### src/hdl/clkcal_pkg.sv
// Shared types, codes and helper functions for the clock/calendar block.
// Used by the interfaces, the tick and keypad logic, and the top level.
// No dependencies.
`default_nettype none

package clkcal_pkg;

    localparam int CNT_W  = 7;
    localparam int YEAR_W = 14;
    localparam int SLOT_W = 4;
    localparam int STAT_W = 2;
    localparam int KEY_W  = 5;
    localparam int DIG_W  = 4;

    localparam logic [CNT_W-1:0]  MAX7  = 7'd127;
    localparam logic [YEAR_W-1:0] MAX14 = 14'd16383;

    // run status codes
    localparam logic [STAT_W-1:0] ST_IDLE  = 2'd0;
    localparam logic [STAT_W-1:0] ST_ENTRY = 2'd1;
    localparam logic [STAT_W-1:0] ST_RUN   = 2'd2;

    // decoded key codes besides the digits 0..9
    localparam logic [DIG_W-1:0] KEY_PROG = 4'd10;
    localparam logic [DIG_W-1:0] KEY_NONE = 4'd11;

    // entry targets
    localparam logic [2:0] TGT_SEC   = 3'd0;
    localparam logic [2:0] TGT_MIN   = 3'd1;
    localparam logic [2:0] TGT_HOUR  = 3'd2;
    localparam logic [2:0] TGT_DAY   = 3'd3;
    localparam logic [2:0] TGT_MONTH = 3'd4;
    localparam logic [2:0] TGT_YEAR  = 3'd5;

    localparam logic [SLOT_W-1:0] LAST_DIGIT_SLOT = 4'd14;

    typedef struct packed {
        logic [CNT_W-1:0]  sec;
        logic [CNT_W-1:0]  min;
        logic [CNT_W-1:0]  hour;
        logic [CNT_W-1:0]  day;
        logic [CNT_W-1:0]  month;
        logic [YEAR_W-1:0] year;
        logic              am;
        logic              mil;
        logic [STAT_W-1:0] status;
        logic [SLOT_W-1:0] slot;
    } clkcal_state_t;

    // keypad cell to digit / program / none
    function automatic logic [DIG_W-1:0] key_decode(input logic [KEY_W-1:0] k);
        logic [DIG_W-1:0] d;
        case (k)
            5'd1:    d = 4'd1;
            5'd2:    d = 4'd2;
            5'd3:    d = 4'd3;
            5'd4:    d = KEY_PROG;
            5'd5:    d = 4'd4;
            5'd6:    d = 4'd5;
            5'd7:    d = 4'd6;
            5'd9:    d = 4'd7;
            5'd10:   d = 4'd8;
            5'd11:   d = 4'd9;
            5'd14:   d = 4'd0;
            default: d = KEY_NONE;
        endcase
        return d;
    endfunction

    // counter written by each entry slot
    function automatic logic [2:0] slot_target(input logic [SLOT_W-1:0] s);
        logic [2:0] t;
        case (s)
            4'd0, 4'd1:               t = TGT_MONTH;
            4'd2, 4'd3:               t = TGT_DAY;
            4'd4, 4'd5, 4'd6, 4'd7:   t = TGT_YEAR;
            4'd8, 4'd9:               t = TGT_HOUR;
            4'd10, 4'd11:             t = TGT_MIN;
            default:                  t = TGT_SEC;
        endcase
        return t;
    endfunction

    // place weight of each entry slot
    function automatic logic [YEAR_W-1:0] slot_weight(input logic [SLOT_W-1:0] s);
        logic [YEAR_W-1:0] w;
        case (s)
            4'd4:                                   w = 14'd1000;
            4'd5:                                   w = 14'd100;
            4'd0, 4'd2, 4'd6, 4'd8, 4'd10, 4'd12:   w = 14'd10;
            default:                                w = 14'd1;
        endcase
        return w;
    endfunction

    function automatic logic [CNT_W-1:0] sat_add7(input logic [CNT_W-1:0] a,
                                                  input logic [YEAR_W-1:0] b);
        logic [YEAR_W:0] s;
        s = (YEAR_W+1)'(a) + (YEAR_W+1)'(b);
        return (s > (YEAR_W+1)'(MAX7)) ? MAX7 : s[CNT_W-1:0];
    endfunction

    function automatic logic [YEAR_W-1:0] sat_add14(input logic [YEAR_W-1:0] a,
                                                    input logic [YEAR_W-1:0] b);
        logic [YEAR_W:0] s;
        s = (YEAR_W+1)'(a) + (YEAR_W+1)'(b);
        return s[YEAR_W] ? MAX14 : s[YEAR_W-1:0];
    endfunction

    // days in month; anything unknown counts as 30
    function automatic logic [4:0] month_days(input logic [CNT_W-1:0] m);
        logic [4:0] n;
        case (m)
            7'd2:                                         n = 5'd28;
            7'd1, 7'd3, 7'd5, 7'd7, 7'd8, 7'd10, 7'd12:   n = 5'd31;
            default:                                      n = 5'd30;
        endcase
        return n;
    endfunction

endpackage

`default_nettype wire

### src/hdl/clkcal_if.sv
// Valid/ready channel interfaces for keypad/tick input and calendar output.
// Depends on clkcal_pkg.
`default_nettype none

interface clkcal_in_if;
    logic                             valid;
    logic                             ready;
    logic                             mode;
    logic [clkcal_pkg::KEY_W-1:0]     key_index;

    modport source (output valid, output mode, output key_index, input ready);
    modport sink   (input valid, input mode, input key_index, output ready);
endinterface

interface clkcal_out_if;
    logic                              valid;
    logic                              ready;
    logic [clkcal_pkg::CNT_W-1:0]      seconds;
    logic [clkcal_pkg::CNT_W-1:0]      minutes;
    logic [clkcal_pkg::CNT_W-1:0]      hours;
    logic [clkcal_pkg::CNT_W-1:0]      day_of_month;
    logic [clkcal_pkg::CNT_W-1:0]      month_number;
    logic [clkcal_pkg::YEAR_W-1:0]     year_number;
    logic                              morning_flag;
    logic                              format_24h;
    logic [clkcal_pkg::STAT_W-1:0]     status;
    logic [clkcal_pkg::SLOT_W-1:0]     entry_position;

    modport source (output valid, output seconds, output minutes, output hours,
                    output day_of_month, output month_number, output year_number,
                    output morning_flag, output format_24h, output status,
                    output entry_position, input ready);
    modport sink   (input valid, input seconds, input minutes, input hours,
                    input day_of_month, input month_number, input year_number,
                    input morning_flag, input format_24h, input status,
                    input entry_position, output ready);
endinterface

`default_nettype wire

### src/hdl/clkcal_tick.sv
// One-second advance of the running clock and calendar (combinational).
// Depends on clkcal_pkg.
`default_nettype none

module clkcal_tick (
    input  var clkcal_pkg::clkcal_state_t cur,
    output clkcal_pkg::clkcal_state_t     nxt
);

    logic [4:0] mlen;

    always_comb
    begin
        nxt  = cur;
        mlen = clkcal_pkg::month_days(cur.month);

        // seconds
        nxt.sec = clkcal_pkg::sat_add7(cur.sec, 14'd1);
        if (nxt.sec == 7'd60)
        begin
            nxt.sec = '0;
            nxt.min = clkcal_pkg::sat_add7(cur.min, 14'd1);
        end

        // minutes, checked on every tick
        if (nxt.min == 7'd60)
        begin
            nxt.min  = '0;
            nxt.hour = clkcal_pkg::sat_add7(cur.hour, 14'd1);
            if (!cur.mil)
            begin
                if (nxt.hour == 7'd12)
                begin
                    if (cur.am)
                    begin
                        nxt.am = 1'b0;
                    end
                    else
                    begin
                        nxt.am  = 1'b1;
                        nxt.day = clkcal_pkg::sat_add7(cur.day, 14'd1);
                    end
                end
                else if (nxt.hour == 7'd13)
                begin
                    nxt.hour = 7'd1;
                end
            end
            else if (nxt.hour == 7'd24)
            begin
                nxt.hour = '0;
                nxt.day  = clkcal_pkg::sat_add7(cur.day, 14'd1);
            end
        end

        // day rollover by month length of the current month
        if (nxt.day == (7'(mlen) + 7'd1))
        begin
            nxt.day   = 7'd1;
            nxt.month = clkcal_pkg::sat_add7(cur.month, 14'd1);
        end

        // month and year rollover
        if (nxt.month == 7'd13)
        begin
            nxt.month = 7'd1;
            nxt.year  = clkcal_pkg::sat_add14(cur.year, 14'd1);
        end
    end

endmodule

`default_nettype wire

### src/hdl/clkcal_keypad.sv
// Keypad event handling: key decode, program key, digit entry, format step.
// Combinational; depends on clkcal_pkg.
`default_nettype none

module clkcal_keypad (
    input  var clkcal_pkg::clkcal_state_t    cur,
    input  var logic [clkcal_pkg::KEY_W-1:0] key_index,
    output clkcal_pkg::clkcal_state_t        nxt
);

    logic [clkcal_pkg::DIG_W-1:0]  digit;
    logic [clkcal_pkg::YEAR_W-1:0] addend;
    logic [2:0]                    target;

    always_comb
    begin
        nxt    = cur;
        digit  = clkcal_pkg::key_decode(key_index);
        target = clkcal_pkg::slot_target(cur.slot);
        // digit <= 9 and weight <= 1000, so the product fits in 14 bits
        addend = 14'(digit) * clkcal_pkg::slot_weight(cur.slot);

        if (digit == clkcal_pkg::KEY_NONE)
        begin
            nxt = cur;
        end
        else if (digit == clkcal_pkg::KEY_PROG)
        begin
            // start entry: clear time and date, keep format flags
            if (cur.status != clkcal_pkg::ST_ENTRY)
            begin
                nxt.sec    = '0;
                nxt.min    = '0;
                nxt.hour   = '0;
                nxt.day    = '0;
                nxt.month  = '0;
                nxt.year   = '0;
                nxt.status = clkcal_pkg::ST_ENTRY;
                nxt.slot   = '0;
            end
        end
        else if (cur.status == clkcal_pkg::ST_ENTRY)
        begin
            if (cur.slot < clkcal_pkg::LAST_DIGIT_SLOT)
            begin
                // accumulate digit times place weight
                unique case (target)
                    clkcal_pkg::TGT_SEC:   nxt.sec   = clkcal_pkg::sat_add7(cur.sec, addend);
                    clkcal_pkg::TGT_MIN:   nxt.min   = clkcal_pkg::sat_add7(cur.min, addend);
                    clkcal_pkg::TGT_HOUR:  nxt.hour  = clkcal_pkg::sat_add7(cur.hour, addend);
                    clkcal_pkg::TGT_DAY:   nxt.day   = clkcal_pkg::sat_add7(cur.day, addend);
                    clkcal_pkg::TGT_MONTH: nxt.month = clkcal_pkg::sat_add7(cur.month, addend);
                    default:               nxt.year  = clkcal_pkg::sat_add14(cur.year, addend);
                endcase
                nxt.slot = cur.slot + 4'd1;
            end
            else
            begin
                // format step: 0 = 12h a.m., 1 = 12h p.m., else 24h
                if (digit == 4'd0)
                begin
                    nxt.mil = 1'b0;
                    nxt.am  = 1'b1;
                end
                else if (digit == 4'd1)
                begin
                    nxt.mil = 1'b0;
                    nxt.am  = 1'b0;
                end
                else
                begin
                    nxt.mil = 1'b1;
                end
                nxt.status = clkcal_pkg::ST_RUN;
                nxt.slot   = '0;
            end
        end
    end

endmodule

`default_nettype wire

### src/hdl/clock_calendar_with_key_entry_top.sv
// Top level of the clock/calendar with keypad time entry.
// Depends on clkcal_pkg, clkcal_if, clkcal_tick and clkcal_keypad.
//
// Each input transaction (a one-second tick or a keypad event) produces
// exactly one output transaction carrying a snapshot of the clock state
// after that item. Throughput is one item per clock while out_ch.ready is
// high. Output valid rises once the item has passed the input register and
// then the state register, which also serves as the output register. The
// whole update is one pass through the tick or keypad logic. Ticks are
// ignored unless the clock is running. The output holds while out_ch.ready
// is low, and the input register keeps accepting while the output can drain.
`default_nettype none

module clock_calendar_with_key_entry_top (
    input  wire              clk,
    input  wire              rst_n,
    clkcal_in_if.sink        in_ch,
    clkcal_out_if.source     out_ch
);

    logic                          in_vld_reg;
    logic                          in_mode_reg;
    logic [clkcal_pkg::KEY_W-1:0]  in_key_reg;
    logic                          out_vld_reg;
    clkcal_pkg::clkcal_state_t     state_reg;
    clkcal_pkg::clkcal_state_t     state_next;
    clkcal_pkg::clkcal_state_t     tick_state;
    clkcal_pkg::clkcal_state_t     key_state;
    logic                          advance;
    logic                          in_accept;

    assign advance   = in_vld_reg && (!out_vld_reg || out_ch.ready);
    assign in_ch.ready = !in_vld_reg || advance;
    assign in_accept = in_ch.valid && in_ch.ready;

    // input register
    always_ff @(posedge clk or negedge rst_n)
    begin
        if (!rst_n)
        begin
            in_vld_reg <= 1'b0;
        end
        else if (in_accept)
        begin
            in_vld_reg <= 1'b1;
        end
        else if (advance)
        begin
            in_vld_reg <= 1'b0;
        end
    end

    always_ff @(posedge clk)
    begin
        if (in_accept)
        begin
            in_mode_reg <= in_ch.mode;
            in_key_reg  <= in_ch.key_index;
        end
    end

    clkcal_tick u_tick (
        .cur (state_reg),
        .nxt (tick_state)
    );

    clkcal_keypad u_keypad (
        .cur       (state_reg),
        .key_index (in_key_reg),
        .nxt       (key_state)
    );

    // select the update for the held item
    always_comb
    begin
        if (in_mode_reg)
        begin
            state_next = key_state;
        end
        else if (state_reg.status == clkcal_pkg::ST_RUN)
        begin
            state_next = tick_state;
        end
        else
        begin
            state_next = state_reg;
        end
    end

    // clock state, doubles as output register
    always_ff @(posedge clk or negedge rst_n)
    begin
        if (!rst_n)
        begin
            state_reg   <= '0;
            out_vld_reg <= 1'b0;
        end
        else
        begin
            if (advance)
            begin
                state_reg   <= state_next;
                out_vld_reg <= 1'b1;
            end
            else if (out_ch.ready)
            begin
                out_vld_reg <= 1'b0;
            end
        end
    end

    assign out_ch.valid          = out_vld_reg;
    assign out_ch.seconds        = state_reg.sec;
    assign out_ch.minutes        = state_reg.min;
    assign out_ch.hours          = state_reg.hour;
    assign out_ch.day_of_month   = state_reg.day;
    assign out_ch.month_number   = state_reg.month;
    assign out_ch.year_number    = state_reg.year;
    assign out_ch.morning_flag   = state_reg.am;
    assign out_ch.format_24h     = state_reg.mil;
    assign out_ch.status         = state_reg.status;
    assign out_ch.entry_position = state_reg.slot;

endmodule

`default_nettype wire

### src/flat_wrapper.sv
// flat-port wrapper written by rule: the top's interface ports become plain ports
module clock_calendar_with_key_entry_top_flat 
  (clk, rst_n, in_ch_valid, in_ch_mode, in_ch_key_index, in_ch_ready, out_ch_valid, out_ch_seconds, out_ch_minutes, out_ch_hours, out_ch_day_of_month, out_ch_month_number, out_ch_year_number, out_ch_morning_flag, out_ch_format_24h, out_ch_status, out_ch_entry_position, out_ch_ready);
  clkcal_in_if in_ch_i ();
  clkcal_out_if out_ch_i ();
  input  wire clk;
  input  wire rst_n;
  input wire logic [$bits(in_ch_i.valid)-1:0] in_ch_valid;
  input wire logic [$bits(in_ch_i.mode)-1:0] in_ch_mode;
  input wire logic [$bits(in_ch_i.key_index)-1:0] in_ch_key_index;
  output wire logic [$bits(in_ch_i.ready)-1:0] in_ch_ready;
  output wire logic [$bits(out_ch_i.valid)-1:0] out_ch_valid;
  output wire logic [$bits(out_ch_i.seconds)-1:0] out_ch_seconds;
  output wire logic [$bits(out_ch_i.minutes)-1:0] out_ch_minutes;
  output wire logic [$bits(out_ch_i.hours)-1:0] out_ch_hours;
  output wire logic [$bits(out_ch_i.day_of_month)-1:0] out_ch_day_of_month;
  output wire logic [$bits(out_ch_i.month_number)-1:0] out_ch_month_number;
  output wire logic [$bits(out_ch_i.year_number)-1:0] out_ch_year_number;
  output wire logic [$bits(out_ch_i.morning_flag)-1:0] out_ch_morning_flag;
  output wire logic [$bits(out_ch_i.format_24h)-1:0] out_ch_format_24h;
  output wire logic [$bits(out_ch_i.status)-1:0] out_ch_status;
  output wire logic [$bits(out_ch_i.entry_position)-1:0] out_ch_entry_position;
  input wire logic [$bits(out_ch_i.ready)-1:0] out_ch_ready;
  assign in_ch_i.valid = in_ch_valid;
  assign in_ch_i.mode = in_ch_mode;
  assign in_ch_i.key_index = in_ch_key_index;
  assign in_ch_ready = in_ch_i.ready;
  assign out_ch_valid = out_ch_i.valid;
  assign out_ch_seconds = out_ch_i.seconds;
  assign out_ch_minutes = out_ch_i.minutes;
  assign out_ch_hours = out_ch_i.hours;
  assign out_ch_day_of_month = out_ch_i.day_of_month;
  assign out_ch_month_number = out_ch_i.month_number;
  assign out_ch_year_number = out_ch_i.year_number;
  assign out_ch_morning_flag = out_ch_i.morning_flag;
  assign out_ch_format_24h = out_ch_i.format_24h;
  assign out_ch_status = out_ch_i.status;
  assign out_ch_entry_position = out_ch_i.entry_position;
  assign out_ch_i.ready = out_ch_ready;
  clock_calendar_with_key_entry_top u_core (.clk(clk), .rst_n(rst_n), .in_ch(in_ch_i), .out_ch(out_ch_i));
endmodule
### config.mk
export PLATFORM = sky130hd
export DESIGN_NAME = clock_calendar_with_key_entry_top_flat
export DESIGN_NICKNAME = d
export VERILOG_FILES = /design/src/hdl/clkcal_pkg.sv /design/src/hdl/clkcal_if.sv /design/src/hdl/clkcal_tick.sv /design/src/hdl/clkcal_keypad.sv /design/src/hdl/clock_calendar_with_key_entry_top.sv /design/src/flat_wrapper.sv
export SDC_FILE = /design/constraint.sdc
export NUM_CORES = 1
export LEC_CHECK = 0
export ABC_AREA = 1
export BUFFER_PORTS_ARGS = -buffer_cell sky130_fd_sc_hd__buf_2
export CORE_MARGIN = 2
export CORE_UTILIZATION = 28
export DETAILED_ROUTE_END_ITERATION = 7
export GPL_ROUTABILITY_DRIVEN = 0
export PLACE_DENSITY = 0.43
export SLEW_MARGIN = 15
export SYNTH_ARGS = -nofsm -noshare
export SYNTH_HDL_FRONTEND = slang
export SYNTH_HIERARCHICAL = 1
export SYNTH_SLANG_ARGS = --single-unit
### constraint.sdc
create_clock -name clk -period 14.7 [get_ports clk]
set_clock_uncertainty 0.05 [all_clocks]
set_input_delay 0.735 -clock clk [delete_from_list [all_inputs] [get_ports clk]]
set_output_delay 0.735 -clock clk [all_outputs]
set_load 0.1 [all_outputs]
* Yosys cells after proc, flatten, opt, wreduce, memory -nomap -nowiden
Memories as Yosys holds them, arrays and structs flattened. A register that Yosys moved wholly into a read port is not among the register bits. Index checks and enable logic that the tools add are counted.
Storage, ports and cells: memory bits (read-only) 288, memories 4, bits in registers 65, logic and storage cells 162, input port bits 10
Memories:
- (no name shown) | depth 16, bits a word 9, read ports 1, clocked after memory_dff 0, write ports 0, line clkcal_pkg.sv:87 | case (s)
- (no name shown) | depth 16, bits a word 4, read ports 1, clocked after memory_dff 1, write ports 0, line clkcal_pkg.sv:53 | case (k)
- (no name shown) | depth 16, bits a word 3, read ports 1, clocked after memory_dff 0, write ports 0, line clkcal_pkg.sv:73 | case (s)
- (no name shown) | depth 16, bits a word 2, read ports 1, clocked after memory_dff 0, write ports 0, line clkcal_pkg.sv:113 | case (m)
Operators by class: multiplexer cells 54, add/sub/neg operators 14, bitwise operators 3, equal/unequal tests 34, multipliers 1, magnitude comparators 11, reductions and logical operators 27
Operator list (number):
- 57-bit 2-to-1 mux | 4
- 49-bit 2-to-1 mux | 3
- 7-bit 2-to-1 mux | 19
- 14-bit 2-to-1 mux | 7
- 15-bit by 7-bit greater-than comparator with 1-bit output, second input constant | 6
- 7-bit by 14-bit adder with 15-bit output | 5
- 21-bit 2-to-1 mux | 2
- 7-bit by 1-bit adder with 8-bit output, second input constant | 5
- 8-bit by 7-bit greater-than comparator with 1-bit output, second input constant | 4
- 3-bit != test, second input constant | 10
- 7-bit AND reduction | 4
- 7-bit by 4-bit == test with 1-bit output, second input constant | 3
- 4-bit 2-to-1 mux | 4
- 8-bit AND reduction | 2
- 14-bit by 1-bit adder with 15-bit output, second input constant | 1
- 14-bit by 14-bit adder with 15-bit output | 1
- 7-bit by 6-bit == test with 1-bit output, second input constant | 2
- 4-bit by 14-bit multiplier with 14-bit output | 1
- 2-bit nonzero test | 7
- 6-bit 2-to-1 mux | 2
- 6-bit AND reduction | 2
- 1-bit 2-to-1 mux | 10
- 2-bit != test, second input constant | 5
- 10-bit AND reduction | 1
- 23 further kinds | 34

* Longest topological paths before layout
depth after elaboration 14, gate-level depth with buffers 38, gate-level depth less buffers 38

* Modules after synthesis
The synthesis kept the hierarchy.
By module, submodules not included:
- clkcal_keypad | cells an instance 1031, times used 1, seq. area each 0.0 um^2, area each 5798.1 um^2
- clock_calendar_with_key_entry_top | cells an instance 451, times used 1, seq. area each 1656.6 um^2, area each 3233.1 um^2
- clkcal_tick | cells an instance 559, times used 1, seq. area each 0.0 um^2, area each 2730.1 um^2

* Least setup slack after synthesis
No wires, ideal clock.
path kind register to register, from reg u_core.state_reg, in the netlist u_core/out_ch.entry_position[1], to reg u_core.state_reg, in the netlist u_core/out_ch.year_number[2], path slack 8735 ps, period minus slack after synthesis 5965 ps, required time 14582 ps, cell stages (with the launch flop) 32, data arrival time 5847 ps, library setup time 68 ps, cell sequence dfrtp_1 inv_1 ha_1 nand2_1 nor2_1 inv_1 nor2_1 inv_1 fa_1 fa_1 inv_1 ha_1 nand2_1 nor2_1 nand3_1 nand3_1 nand2_1 nand2_2 inv_1 ha_1 nand2_1 nor2_1 nand2_1 o21ai_0 nor2_1 nand2_1 o21ai_0 o21ai_0 nand2_1 nand2_1 nand3_1 nand2_1
RTL lines:
- start: declaration | line clock_calendar_with_key_entry_top.sv:25 | clkcal_pkg::clkcal_state_t state_reg;
- start signal: assignment | line clock_calendar_with_key_entry_top.sv:102 | state_reg <= state_next;

==> reports/metrics.csv <==
stage,metric,value,unit
grt,GRT busiest layer,met2,
drt,WL final,40.7,mm
critical_path,CP max stage delay,0.55,ns
drt,ANT nets after route,0,
clock_tree,hold buffers post-CTS,0,
final_layout,Fill cells,4774,
die,Die X,209,um
logic_synthesis,Yosys reg bits,65,
worst_hold_path,Hold Path Class,register to register,
power_and_ir_drop,Pleak,0.00689,uW
die,die area,43700,sq um
clock_tree,H-tree levels,3,
power_and_ir_drop,VDD IR max,0.0000566,V
die,total core area,41700,sq um
final_layout,Ant. Diodes,0,
grt,initial antenna violation count,0,
critical_path,Bufs and invs on worst path,5,
drt,Vias/cell,4.83,
timing,unrepaired setup endpoints after global routing,false,
run_status,outcome,"finished, final reports clean",
timing,final period utilization,44.3,%
grt,first-pass GRT wire length,66.6,mm
logic_synthesis,synth cell count leaders,"nand2_1, inv_1, nand3_1, nor2_1, ha_1",
timing,final hold slack,0.480,ns
timing,"Hold Violations, Final",0,
clock_tree,Root Buffer,clkbuf_16,
drt,drt pass-1 iters,5,
grt,M2 GR Usage,31.8,%
logic_synthesis,post-synthesis cell type count,54,
critical_path,Worst Setup Path Type,register to register,
clock_tree,total CTS buffers,9,
critical_path,Critical Path Start Type,register,
drt,Initial DRC Count,863,
critical_path,"most used cell, CP",nand2_1,
drt,Post-route DRC,0,
timing,Finish-stage setup viols,0,
die,Die H,209,um
clock_tree,Max clock buf depth,2,
drt,via count,12600,
logic_synthesis,top-count cell post-synth,nand2_1,
logic_synthesis,YS warnings,6,
timing,Tmin final,6.51,ns
grt,number of global-route vias before repair,12200,
timing,worst slew pin tran,0.962,ns
logic_synthesis,ys async rst share,90.8,%
final_layout,layout cell share with drive strength beyond 1,9.85,%
critical_path,"CP delay by family, top",simple AND/OR/NAND/NOR gates,
grt,GR Util met1,25.8,%
drt,wire per inst,15.6,um
logic_synthesis,Cells after Synth,2041,
clock_tree,CTS tree,done,
critical_path,Worst Setup End Kind,register,
grt,largest net degree at the start of global routing,60,
power_and_ir_drop,pwr/cell area,121,nW/um^2
timing,max-slew violation count,0,
logic_synthesis,"area leader, netlist",nand2_1,
critical_path,crit-path max FO,9,
timing,Slew HR,35.7,%
logic_synthesis,dominant register cell in the synthesized netlist,dfrtp_1,
run,Max-Cap Viols,0,
clock_tree,Setup Buffers After CTS,0,
final_layout,NumNets Final,2187,
grt,GRT Util Overall,19.0,%
grt,Overflow after GRT,0,
timing,Setup TNS Final,0,ns
timing,Achievable Freq,0.154,GHz
die,# IOs,69,
logic_synthesis,"EDFF count, synth",6,
die,Starting Density,28.2,%
place,Port Buf Inserts,68,
die,row count,75,
critical_path,Worst path slowest cell,o21ai_0,
clock_tree,CTS Sinks,65,
final_layout,max FFs per register,14,
critical_path,Critical Path AT,6.76,ns
logic_synthesis,Area contributors post-synth,"nand2_1, dfrtp_1, ha_1",
grt,met3 GRT Util,2.00,%
clock_tree,clock slew seen by the registers of the worst setup and hold paths,0.07,ns
final_layout,P&R area growth vs syn,8.64,%
clock_tree,cts repair resizes,0,
logic_synthesis,Mapped Area,11800,sq um
logic_synthesis,Avg Synthesized Cell Area,5.76,sq um
logic_synthesis,syn_nets,2161,
critical_path,Worst Path Required,14.95,ns
logic_synthesis,sequential area share after synthesis,14.1,%
logic_synthesis,post-synth top area share,26.1,%
clock_tree,worst-skew pair later-pin latency,0.37,ns
place,HPWL Detailed,30.6,mm
==> cells by family (layout without fill, tap and decap cells) <==
kind of cell             after synthesis  in the layout  share of synthesized area [%]
buffers and inverters                305            336                           11.0
multiplexers                           1              1                         0.0957
flip-flops                            65             65                           14.1
AO/OA/AOI/OAI                        218            218                           10.1
XOR/XNOR                              43             43                           3.20
adder cells (fa/ha/maj)              110            110                           12.9
AND/OR/NAND/NOR                     1299           1299                           48.6
==> routing by layer <==
layer  part of all wire, %  wire [um]
met1                    49      19900
met2                    46      18600
met3                   3.4       1400
met4                   1.9        767
met5                     0          0
==> cell usage in the layout (no fill, tap or decap), drive strengths merged, types with 4 or more instances in the layout <==
cell type,netlist,layout
nand2,856,856
inv,238,239
nand3,196,196
nor2,164,164
o21ai,98,98
a21oi,92,92
ha,91,91
buf,43,80
dfrtp,59,59
nand4,36,36
nor3,23,23
xor2,22,22
xnor2,21,21
fa,19,19
or2,11,11
clkbuf,21,9
nand3b,7,7
edfxtp,6,6
a31oi,5,5
o211ai,4,4
a21o,4,4
clkinv,2,4
==> power breakdown <==
part / internal, uW / total, uW / switching [uW]
registers: 201 / 261 / 60.2
logic: 315 / 1060 / 742
clock network: 131 / 230 / 99.2
total: 646 / 1550 / 902
==> per-stage QoR <==
stage	std cells	setup WS [ns]	total power, uW	instance area, sq um	utilization [%]
2_1_floorplan	2041	8.74	1070	11800	-
3_3_place_gp	2595	8.45	1320	12500	30.0
3_5_place_dp	2595	8.36	1320	12500	30.0
4_1_cts	2611	8.31	1560	12800	30.7
5_1_grt	2611	7.49	1700	12800	30.7
6_report	2611	8.19	1550	12800	30.7
==> cell type report <==
type                    instances  area, sq um  share of cell area (%)
clock inverters                 7         70.1                   0.548
clock buffers                   9          225                    1.76
well taps                     539          674                    5.28
inverters                     240          901                    7.05
repair buffers                 80          430                    3.37
flip-flops and latches         65         1660                    13.0
multi-input cells            1671         8820                    69.0
==> path summary, 6_finish.rpt <==
path / start / to / slack (ns) / cells past startpoint
min in group asynchronous: rst_n / u_core/out_ch.seconds[5] / 0.52 / 2
min reg2reg: u_core/in_vld_reg / u_core/out_ch.valid / 0.48 / 2
min: u_core/in_vld_reg / u_core/out_ch.valid / 0.48 / 2
max in group asynchronous: rst_n / u_core/out_ch.month_number[0] / 13.45 / 2
max: u_core/out_ch.entry_position[1] / u_core/out_ch.year_number[12] / 8.19 / 31
max reg2reg: u_core/out_ch.entry_position[1] / u_core/out_ch.year_number[12] / 8.19 / 31
==> worst reg2reg max path: cells and delay by family (launching register included) <==
kind	cells	cell delay, ns
DFF	1	0.47
and+or+nand+nor	17	2.30
buffers and inverters	5	0.66
adders and majority gates	5	1.98
AOI/OAI and AO/OA	4	0.97
Note: power is estimated with default switching activity, not from simulation.
